$ cat config.mk
export PLATFORM = sky130hd
export DESIGN_NAME = tap_tempo_estimator
export DESIGN_NICKNAME = d
export VERILOG_FILES = /design/src/tte_pkg.sv /design/src/tte_div.sv /design/src/tte_win.sv /design/src/tap_tempo_estimator.sv
export SDC_FILE = /design/constraint.sdc
export NUM_CORES = 1
export LEC_CHECK = 0
export BUFFER_PORTS_ARGS = -buffer_cell sky130_fd_sc_hd__buf_2
export CORE_AREA = 2 2 291 293
export CTS_BUF_LIST = sky130_fd_sc_hd__clkbuf_8
export DETAILED_ROUTE_END_ITERATION = 8
export DIE_AREA = 0 0 293 295
export GPL_ROUTABILITY_DRIVEN = 0
export PLACE_DENSITY = 0.47
export SYNTH_ARGS = -nofsm -noshare
export SYNTH_HDL_FRONTEND = slang
export SYNTH_HIERARCHICAL = 1
export SYNTH_SLANG_ARGS = --single-unit
$ cat constraint.sdc
create_clock -name i_clk -period 5.5 [get_ports i_clk]
set_input_delay 1.375 -clock i_clk [delete_from_list [all_inputs] [get_ports i_clk]]
set_output_delay 1.375 -clock i_clk [all_outputs]
set_load 0.05 [all_outputs]
$ cat src/tte_pkg.sv
`timescale 1ns / 1ps

package tte_pkg;

    // Window geometry
    localparam int WINDOW_DEPTH = 8;
    localparam int SLOT_W       = (WINDOW_DEPTH > 1) ? $clog2(WINDOW_DEPTH) : 1;
    localparam int COUNT_W      = $clog2(WINDOW_DEPTH + 1);

    // Field widths
    localparam int TIME_W  = 32;
    localparam int IV_W    = 16;
    localparam int TEMPO_W = 16;
    localparam int FILL_W  = 4;
    localparam int CFG_W   = 16;
    localparam int CFG_IDX_W = 2;

    localparam int IV_MAX  = (1 << IV_W) - 1;
    localparam int SUM_W   = $clog2(IV_MAX * WINDOW_DEPTH + 1);

    // Tempo = floor((2 * 60000 * count + sum) / (2 * sum)), saturated
    localparam int TEMPO_NUM    = 60000;
    localparam int TWICE_NUM    = 2 * TEMPO_NUM;
    localparam int NUM_W        = $clog2((TWICE_NUM + IV_MAX) * WINDOW_DEPTH + 1);
    localparam int DEN_W        = SUM_W + 1;
    localparam int DIV_CNT_W    = $clog2(NUM_W + 1);

    localparam logic [TEMPO_W-1:0] TEMPO_CEIL = TEMPO_W'(60000);

    // Register map
    localparam logic [CFG_IDX_W-1:0] CFG_MIN_IDX = CFG_IDX_W'(0);
    localparam logic [CFG_IDX_W-1:0] CFG_MAX_IDX = CFG_IDX_W'(1);
    localparam logic [CFG_W-1:0]     MIN_RESET   = CFG_W'(200);
    localparam logic [CFG_W-1:0]     MAX_RESET   = CFG_W'(3000);

    // Output beat layout
    localparam int TDATA_W = 24;
    localparam int TUSER_W = 2;

    typedef enum logic [2:0] {
        ST_IDLE,
        ST_CHECK,
        ST_PUSH,
        ST_NUM,
        ST_DIV,
        ST_OUT
    } t_state;

    typedef struct packed {
        logic clear;
        logic read;
        logic push;
    } t_win_cmd;

endpackage

$ cat src/tte_div.sv
`timescale 1ns / 1ps

// Restoring divider, one quotient bit per cycle.
module tte_div (
    input  logic                       i_clk,
    input  logic                       i_rst_n,
    input  logic                       i_start,
    input  logic [tte_pkg::NUM_W-1:0]  i_num,
    input  logic [tte_pkg::DEN_W-1:0]  i_den,
    output logic                       o_done,
    output logic [tte_pkg::NUM_W-1:0]  o_quo
);
    import tte_pkg::*;

    logic                 r_busy;
    logic                 r_done;
    logic [DIV_CNT_W-1:0] r_cnt;
    logic [DEN_W-1:0]     r_rem;
    logic [DEN_W-1:0]     r_den;
    logic [NUM_W-1:0]     r_quo;

    logic [DEN_W:0]       w_shift;
    logic [DEN_W:0]       w_diff;
    logic                 w_ge;

    assign w_shift = {r_rem, r_quo[NUM_W-1]};
    assign w_diff  = w_shift - {1'b0, r_den};
    assign w_ge    = ~w_diff[DEN_W];

    always_ff @(posedge i_clk) begin
        if (!i_rst_n) begin
            r_busy <= 1'b0;
            r_done <= 1'b0;
            r_cnt  <= '0;
        end else begin
            r_done <= 1'b0;
            if (i_start) begin
                r_busy <= 1'b1;
                r_cnt  <= DIV_CNT_W'(NUM_W);
            end else if (r_busy) begin
                r_cnt <= r_cnt - 1'b1;
                if (r_cnt == DIV_CNT_W'(1)) begin
                    r_busy <= 1'b0;
                    r_done <= 1'b1;
                end
            end
        end
    end

    always_ff @(posedge i_clk) begin
        if (i_start) begin
            r_rem <= '0;
            r_den <= i_den;
            r_quo <= i_num;
        end else if (r_busy) begin
            r_rem <= w_ge ? w_diff[DEN_W-1:0] : w_shift[DEN_W-1:0];
            r_quo <= {r_quo[NUM_W-2:0], w_ge};
        end
    end

    assign o_done = r_done;
    assign o_quo  = r_quo;

endmodule

$ cat src/tte_win.sv
`timescale 1ns / 1ps

// Interval window: ring of the last intervals with running count and sum.
module tte_win (
    input  logic                        i_clk,
    input  logic                        i_rst_n,
    input  tte_pkg::t_win_cmd           i_cmd,
    input  logic [tte_pkg::IV_W-1:0]    i_interval,
    output logic [tte_pkg::COUNT_W-1:0] o_count,
    output logic [tte_pkg::SUM_W-1:0]   o_sum
);
    import tte_pkg::*;

    logic [IV_W-1:0]    r_mem [WINDOW_DEPTH];
    logic [IV_W-1:0]    r_rd;
    logic [SLOT_W-1:0]  r_slot;
    logic [COUNT_W-1:0] r_count;
    logic [SUM_W-1:0]   r_sum;

    logic               w_full;
    logic [SUM_W-1:0]   w_evict;
    logic [SLOT_W-1:0]  w_slot_nxt;

    assign w_full     = (r_count == COUNT_W'(WINDOW_DEPTH));
    assign w_evict    = w_full ? SUM_W'(r_rd) : '0;
    assign w_slot_nxt = (r_slot == SLOT_W'(WINDOW_DEPTH - 1)) ? '0 : r_slot + 1'b1;

    always_ff @(posedge i_clk) begin
        if (!i_rst_n) begin
            r_slot  <= '0;
            r_count <= '0;
            r_sum   <= '0;
        end else if (i_cmd.clear) begin
            r_slot  <= '0;
            r_count <= '0;
            r_sum   <= '0;
        end else if (i_cmd.push) begin
            r_slot  <= w_slot_nxt;
            r_sum   <= r_sum + SUM_W'(i_interval) - w_evict;
            if (!w_full) begin
                r_count <= r_count + 1'b1;
            end
        end
    end

    // Read the entry about to be overwritten in the cycle before the push
    always_ff @(posedge i_clk) begin
        if (i_cmd.push) begin
            r_mem[r_slot] <= i_interval;
        end
        if (i_cmd.read) begin
            r_rd <= r_mem[r_slot];
        end
    end

    assign o_count = r_count;
    assign o_sum   = r_sum;

endmodule

$ cat src/tap_tempo_estimator.sv
`timescale 1ns / 1ps

// Channel   Dir  Signals                         Contents (lowest bit up)
// -------   ---  ------------------------------  ------------------------------------------
// tap in    in   s_axis_tvalid/tready/tdata      tdata: tap_time_ms[31:0]
// tempo out out  m_axis_tvalid/tready/tdata/tuser tdata: tempo_bpm[15:0], window_fill[19:16],
//                                                 zero[23:20]; tuser: tempo_updated, window_cleared
// config    in   i_cfg_we/i_cfg_idx/i_cfg_wdata  idx 0 min_interval_ms, idx 1 max_interval_ms
//
// One tap beat is handled at a time. A first tap or an out-of-range interval goes from the
// check state straight to the output state; an accepted interval passes the push and numerator
// states and, on a nonzero sum, the restoring divider that retires one quotient bit per cycle.
// The tap input is ready again as soon as the result is parked in the output register,
// so a new tap is taken while the previous result waits. A stalled output holds the
// sequencer in its final state. Reset is synchronous, active low, and needs no clearing pass.
module tap_tempo_estimator (
    input  logic                          i_clk,
    input  logic                          i_rst_n,
    // tap beat
    input  logic                          s_axis_tvalid,
    output logic                          s_axis_tready,
    input  logic [tte_pkg::TIME_W-1:0]    s_axis_tdata,   // tap_time_ms
    // result beat
    output logic                          m_axis_tvalid,
    input  logic                          m_axis_tready,
    output logic [tte_pkg::TDATA_W-1:0]   m_axis_tdata,   // tempo_bpm, window_fill, pad
    output logic [tte_pkg::TUSER_W-1:0]   m_axis_tuser,   // tempo_updated, window_cleared
    // register writes
    input  logic                          i_cfg_we,
    input  logic [tte_pkg::CFG_IDX_W-1:0] i_cfg_idx,
    input  logic [tte_pkg::CFG_W-1:0]     i_cfg_wdata
);
    import tte_pkg::*;

    t_state              r_state;
    t_state              n_state;

    logic [CFG_W-1:0]    r_min;
    logic [CFG_W-1:0]    r_max;

    logic                r_have;       // a reference tap exists
    logic                r_have_cur;   // the tap in flight had a reference
    logic [TIME_W-1:0]   r_prev;
    logic [TIME_W-1:0]   r_interval;
    logic                r_updated;
    logic                r_cleared;
    logic [TEMPO_W-1:0]  r_tempo;

    logic                r_out_valid;
    logic [TDATA_W-1:0]  r_out_data;
    logic [TUSER_W-1:0]  r_out_user;

    t_win_cmd            w_cmd;
    logic                w_div_start;
    logic                w_div_done;
    logic [NUM_W-1:0]    w_quo;
    logic [COUNT_W-1:0]  w_count;
    logic [SUM_W-1:0]    w_sum;
    logic [NUM_W-1:0]    w_num;
    logic [DEN_W-1:0]    w_den;
    logic                w_in_range;
    logic                w_accept;
    logic                w_out_free;
    logic [TEMPO_W-1:0]  w_quo_sat;

    assign w_accept   = s_axis_tvalid & s_axis_tready;
    assign w_out_free = ~r_out_valid | m_axis_tready;
    assign w_in_range = (r_interval >= TIME_W'(r_min)) && (r_interval <= TIME_W'(r_max));
    assign w_num      = NUM_W'(TWICE_NUM) * NUM_W'(w_count) + NUM_W'(w_sum);
    assign w_den      = {w_sum, 1'b0};
    assign w_quo_sat  = (w_quo > NUM_W'(TEMPO_CEIL)) ? TEMPO_CEIL : w_quo[TEMPO_W-1:0];

    tte_win u_win (
        .i_clk      (i_clk),
        .i_rst_n    (i_rst_n),
        .i_cmd      (w_cmd),
        .i_interval (r_interval[IV_W-1:0]),
        .o_count    (w_count),
        .o_sum      (w_sum)
    );

    tte_div u_div (
        .i_clk   (i_clk),
        .i_rst_n (i_rst_n),
        .i_start (w_div_start),
        .i_num   (w_num),
        .i_den   (w_den),
        .o_done  (w_div_done),
        .o_quo   (w_quo)
    );

    // Next state
    always_comb begin
        n_state = r_state;
        unique case (r_state)
            ST_IDLE: begin
                if (w_accept) begin
                    n_state = ST_CHECK;
                end
            end
            ST_CHECK: begin
                if (r_have_cur && w_in_range) begin
                    n_state = ST_PUSH;
                end else begin
                    n_state = ST_OUT;
                end
            end
            ST_PUSH: n_state = ST_NUM;
            ST_NUM: begin
                if (w_sum == '0) begin
                    n_state = ST_OUT;
                end else begin
                    n_state = ST_DIV;
                end
            end
            ST_DIV: begin
                if (w_div_done) begin
                    n_state = ST_OUT;
                end
            end
            ST_OUT: begin
                if (w_out_free) begin
                    n_state = ST_IDLE;
                end
            end
            default: n_state = ST_IDLE;
        endcase
    end

    // Sequencer outputs
    always_comb begin
        s_axis_tready = 1'b0;
        w_cmd         = '0;
        w_div_start   = 1'b0;
        unique case (r_state)
            ST_IDLE:  s_axis_tready = 1'b1;
            ST_CHECK: begin
                if (r_have_cur) begin
                    w_cmd.read  = w_in_range;
                    w_cmd.clear = ~w_in_range;
                end
            end
            ST_PUSH:  w_cmd.push  = 1'b1;
            ST_NUM:   w_div_start = (w_sum != '0);
            ST_DIV:   ;
            ST_OUT:   ;
            default:  ;
        endcase
    end

    // Control state
    always_ff @(posedge i_clk) begin
        if (!i_rst_n) begin
            r_state     <= ST_IDLE;
            r_min       <= MIN_RESET;
            r_max       <= MAX_RESET;
            r_have      <= 1'b0;
            r_prev      <= '0;
            r_tempo     <= '0;
            r_out_valid <= 1'b0;
        end else begin
            r_state <= n_state;
            if (i_cfg_we && i_cfg_idx == CFG_MIN_IDX) begin
                r_min <= i_cfg_wdata;
            end
            if (i_cfg_we && i_cfg_idx == CFG_MAX_IDX) begin
                r_max <= i_cfg_wdata;
            end
            // Every tap becomes the new reference
            if (w_accept) begin
                r_have <= 1'b1;
                r_prev <= s_axis_tdata;
            end
            if (r_state == ST_NUM && w_sum == '0) begin
                r_tempo <= TEMPO_CEIL;
            end else if (r_state == ST_DIV && w_div_done) begin
                r_tempo <= w_quo_sat;
            end
            if (r_state == ST_OUT && w_out_free) begin
                r_out_valid <= 1'b1;
            end else if (m_axis_tready) begin
                r_out_valid <= 1'b0;
            end
        end
    end

    // Per-tap payload
    always_ff @(posedge i_clk) begin
        if (w_accept) begin
            r_interval <= s_axis_tdata - r_prev;
            r_have_cur <= r_have;
            r_updated  <= 1'b0;
            r_cleared  <= 1'b0;
        end else if (r_state == ST_CHECK && r_have_cur) begin
            r_updated <= w_in_range;
            r_cleared <= ~w_in_range;
        end
        if (r_state == ST_OUT && w_out_free) begin
            r_out_data <= {(TDATA_W - TEMPO_W - FILL_W)'(0), FILL_W'(w_count), r_tempo};
            r_out_user <= {r_cleared, r_updated};
        end
    end

    assign m_axis_tvalid = r_out_valid;
    assign m_axis_tdata  = r_out_data;
    assign m_axis_tuser  = r_out_user;

    // Checks
    a_fill_bound: assert property (@(posedge i_clk) disable iff (!i_rst_n)
        m_axis_tvalid |-> (m_axis_tdata[TEMPO_W+FILL_W-1:TEMPO_W] <= FILL_W'(WINDOW_DEPTH)))
        else $error("window fill above depth");

    a_flags_excl: assert property (@(posedge i_clk) disable iff (!i_rst_n)
        m_axis_tvalid |-> !(m_axis_tuser[0] && m_axis_tuser[1]))
        else $error("tempo updated and window cleared together");

    a_one_tap: assert property (@(posedge i_clk) disable iff (!i_rst_n)
        w_accept |=> !s_axis_tready)
        else $error("second tap taken while one is in flight");

    a_div_owner: assert property (@(posedge i_clk) disable iff (!i_rst_n)
        w_div_done |-> (r_state == ST_DIV))
        else $error("divider finished outside its state");

endmodule

==> summary.txt <==
Synthesis
  – Most common library cells after synthesis: edfxtp_1, nand2_1, inv_1
  – Count leader, synth: edfxtp_1
  – Synth unique cells: 95
  – FF+latch count, synth: 380
  – Mux cell area share after synthesis: 4.79%
  – Cell count after synthesis: 1959
  – Post-synth top area share: 34.8%
  – XOR/XNOR Fraction of Synth Area: 3.09%
  – Async SR Flop Fraction: 0%
  – Sequential share of the synthesized area: 48.4%
  – Top FF cell, synth: edfxtp_1
  – Top post-synthesis cells by area: edfxtp_1, dfxtp_1, ha_1
  – Post-synth top area cell: edfxtp_1
  – Post-synthesis adder-cell area fraction: 10.9%
  – Yosys warns: 6
  – Synthesized area per cell: 10.6 µm²
  – Number of synthesized flops with an enable pin: 240
  – Mapped Area: 20700 µm²
  – Largest family of logic cells by synthesized area: compound AO/OA/AOI/OAI gates
  – Compound-Gate Fraction of Synth Area: 15.9%
  – Simple-gate area share of the yosys netlist: 11.8%

Timing
  – Slew HR: 20.9%
  – Period minus WS final: 4.42 ns
  – Final period util: 80.3%
  – Setup TNS after final layout: 0 ns
  – Final hold violation count: 0
  – RSZ-0062 raised after global routing: no
  – Final setup fails: 0
  – Hold_ws: 0.428 ns
  – Worst slew pin tran: 1.18 ns
  – Setup Skew: 0.0305 ns
  – Max-slew violation count: 0
  – Fmax: 0.226 GHz

Route
  – Vias per std cell: 4.57
  – Pre-antenna DRT Iters: 7
  – Iter 0 DRT Violations: 789
  – DRC: 0
  – Total wire length: 51100 µm
  – Via count: 14600
  – ANT nets after route: 0
  – WL/cell: 16.0 µm

Placement
  – Placed cell count: 3062
  – Hpwl dp: 35800 µm
  – Port bufs: 78

Global routing
  – All-Layer GR Usage: 11.9%
  – Met1 Use GR: 14.8%
  – Gr ovfl total: 0
  – M2 GR Usage: 20.9%
  – Vias in the first global route: 15000
  – Largest net degree at the start of global routing: 67
  – First-pass GRT wire length: 81900 µm
  – GRT Max-Usage Layer: met2
  – Initial antenna violation count: 1
  – Met3 Usage GRT: 2.01%

Clocking
  – Clock tree buffer depth: 3
  – Cts bufs inserted: 67
  – # H-tree levels: 3
  – Clock Sinks: 380
  – Clock transition at path regs: 0.06 ns
  – Postcts setup bufs: 0
  – Clock Latency Late Sink: 0.65 ns
  – Post_cts resized: 0
  – Hold buffers post-CTS: 0
  – CTS tree: yes
  – Root Buffer: clkbuf_8

Setup path
  – Critical Path End Type: flip-flop
  – CP startpoint kind: flip-flop
  – Critical path's largest stage delay: 0.58 ns
  – Crit-path slowest cell: dfxtp_1
  – Worst path required time: 5.88 ns
  – CP cell instances: inv_1 -> ha_1 -> ha_1 -> ha_1 -> a31o_2 -> a21oi_1 -> nor2_1 -> o21ai_0 -> xnor2_1 -> ha_1 -> and2_1 -> o21ai_0 -> o21ai_2 -> or4_1 -> o2111ai_1 -> xor2_1 -> mux2_2
  – Cell family with most CP delay: adder cells
  – Top cell by count, worst path: ha_1
  – Crit path max fanout: 11
  – CP arrival: 4.80 ns
  – Buf+Inv Stages, Crit Path: 1
  – Crit Path Class: reg2reg

Floorplanning
  – IO Pins: 83
  – Initial Utilization: 24.9%
  – Die X: 293 µm
  – Cell Rows: 106
  – Die ar.: 86400 µm²
  – Die height: 295 µm
  – Core area: 83200 µm²

Cells and area
  – Final Non-Filler Cells: 3187
  – Util after Layout: 28.4%
  – Nets: 2274
  – Area Overhead vs Synth: 14.2%
  – Fill cells: 8583
  – Share of cells above drive strength 1: 13.3%

Worst hold path
  – Worst hold path type: reg2reg

Power
  – Leakage: 0.00914 µW
  – Pwr Density: 301 nW/µm²
  – Power, Total: 7110 µW
  – VDD IR-drop max: 0.162 mV

Run
  – # Max-Cap Violations: 0

Outcome
  – Outcome: finished, final reports clean
layer usage:
layer	routed length (µm)	part of all wire [%]	vias to the layer above
li1	-	-	7234
met1	23400	46	6998
met2	24900	49	264
met3	1920	3.8	67
met4	843	1.7	0
met5	0	0	-
stage by stage:
| stage | instance area [µm²] | setup slack, ns |
|---|---|---|
| detailed placement | 22300 | 1.12 |
| global route | 23600 | 0.778 |
| floorplan | 20700 | 1.39 |
| finish | 23600 | 1.08 |
| global placement | 22300 | 1.13 |
| CTS | 23600 | 1.09 |
path summary, 6_finish.rpt:
path / slack (ns) / depth (start not counted) / to / from
worst min register to register: 0.43 / 0 / m_axis_tuser[1]$_DFFE_PP_ / r_cleared$_SDFFE_PP0P_
worst min-delay path: 0.43 / 0 / m_axis_tuser[1]$_DFFE_PP_ / r_cleared$_SDFFE_PP0P_
worst max-delay path: 1.08 / 17 / u_div/o_quo[20]$_DFFE_PP_ / u_win/o_count[2]$_SDFFE_PP0P_
worst max register to register: 1.08 / 17 / u_div/o_quo[20]$_DFFE_PP_ / u_win/o_count[2]$_SDFFE_PP0P_
cells by family (layout without fill, tap and decap cells):
logic type | after synthesis | count (layout)
other | 1 | 7
muxes | 92 | 92
and+or+nand+nor | 513 | 513
AOI/OAI and AO/OA | 467 | 467
DFF | 380 | 380
xor gates and xnor gates | 73 | 73
buffers and inverters | 265 | 407
adders and majority gates | 168 | 168
power by group:
part | internal (µW) | switching [µW] | total (µW)
Sequential | 3190 | 132 | 3320
Clock | 1400 | 1190 | 2590
Combinational | 471 | 729 | 1200
layout by cell type (no fill, tap or decap), drive strengths merged, types with 26 or more instances in the layout:
cell	netlist	layout
a21oi	110	110
mux2	36	36
buf	24	96
o211ai	26	26
edfxtp	240	240
a21boi	60	60
nor3	40	40
o21ai	74	74
nand3	30	30
xor2	30	30
inv	187	216
clkbuf	53	75
ha	147	147
xnor2	43	43
a21o	40	40
nand2	197	197
dfxtp	140	140
nor2	106	106
mux2i	54	54
registers in the layout, indices dropped and copies added (netlist names), 3 cells and up:
| name | cells |
|---|---|
| u_win/o_count | 4 |
| r_max | 16 |
| u_win/r_slot | 3 |
| u_div/r_den | 20 |
| u_win/o_sum | 19 |
| u_win/r_rd | 16 |
| r_state | 3 |
| u_div/r_cnt | 5 |
| r_interval | 32 |
| r_tempo | 16 |
| m_axis_tdata | 20 |
| u_div/r_rem | 20 |
| u_win/r_mem | 128 |
| r_prev | 32 |
| r_min | 16 |
| u_div/o_quo | 21 |
cell type report:
type                    instances  area, µm²  share of cell area (%)
clock buffers                  75       1030                    4.37
well taps                    1080       1350                    5.71
multi-input cells            1318       9720                    41.1
flip-flops and latches        380      10000                    42.3
repair buffers                 96        526                    2.22
diodes                          2       5.00                  0.0212
clock inverters                48        290                    1.23
inverters                     188        706                    2.98
Power figures use the tool's default switching activity.
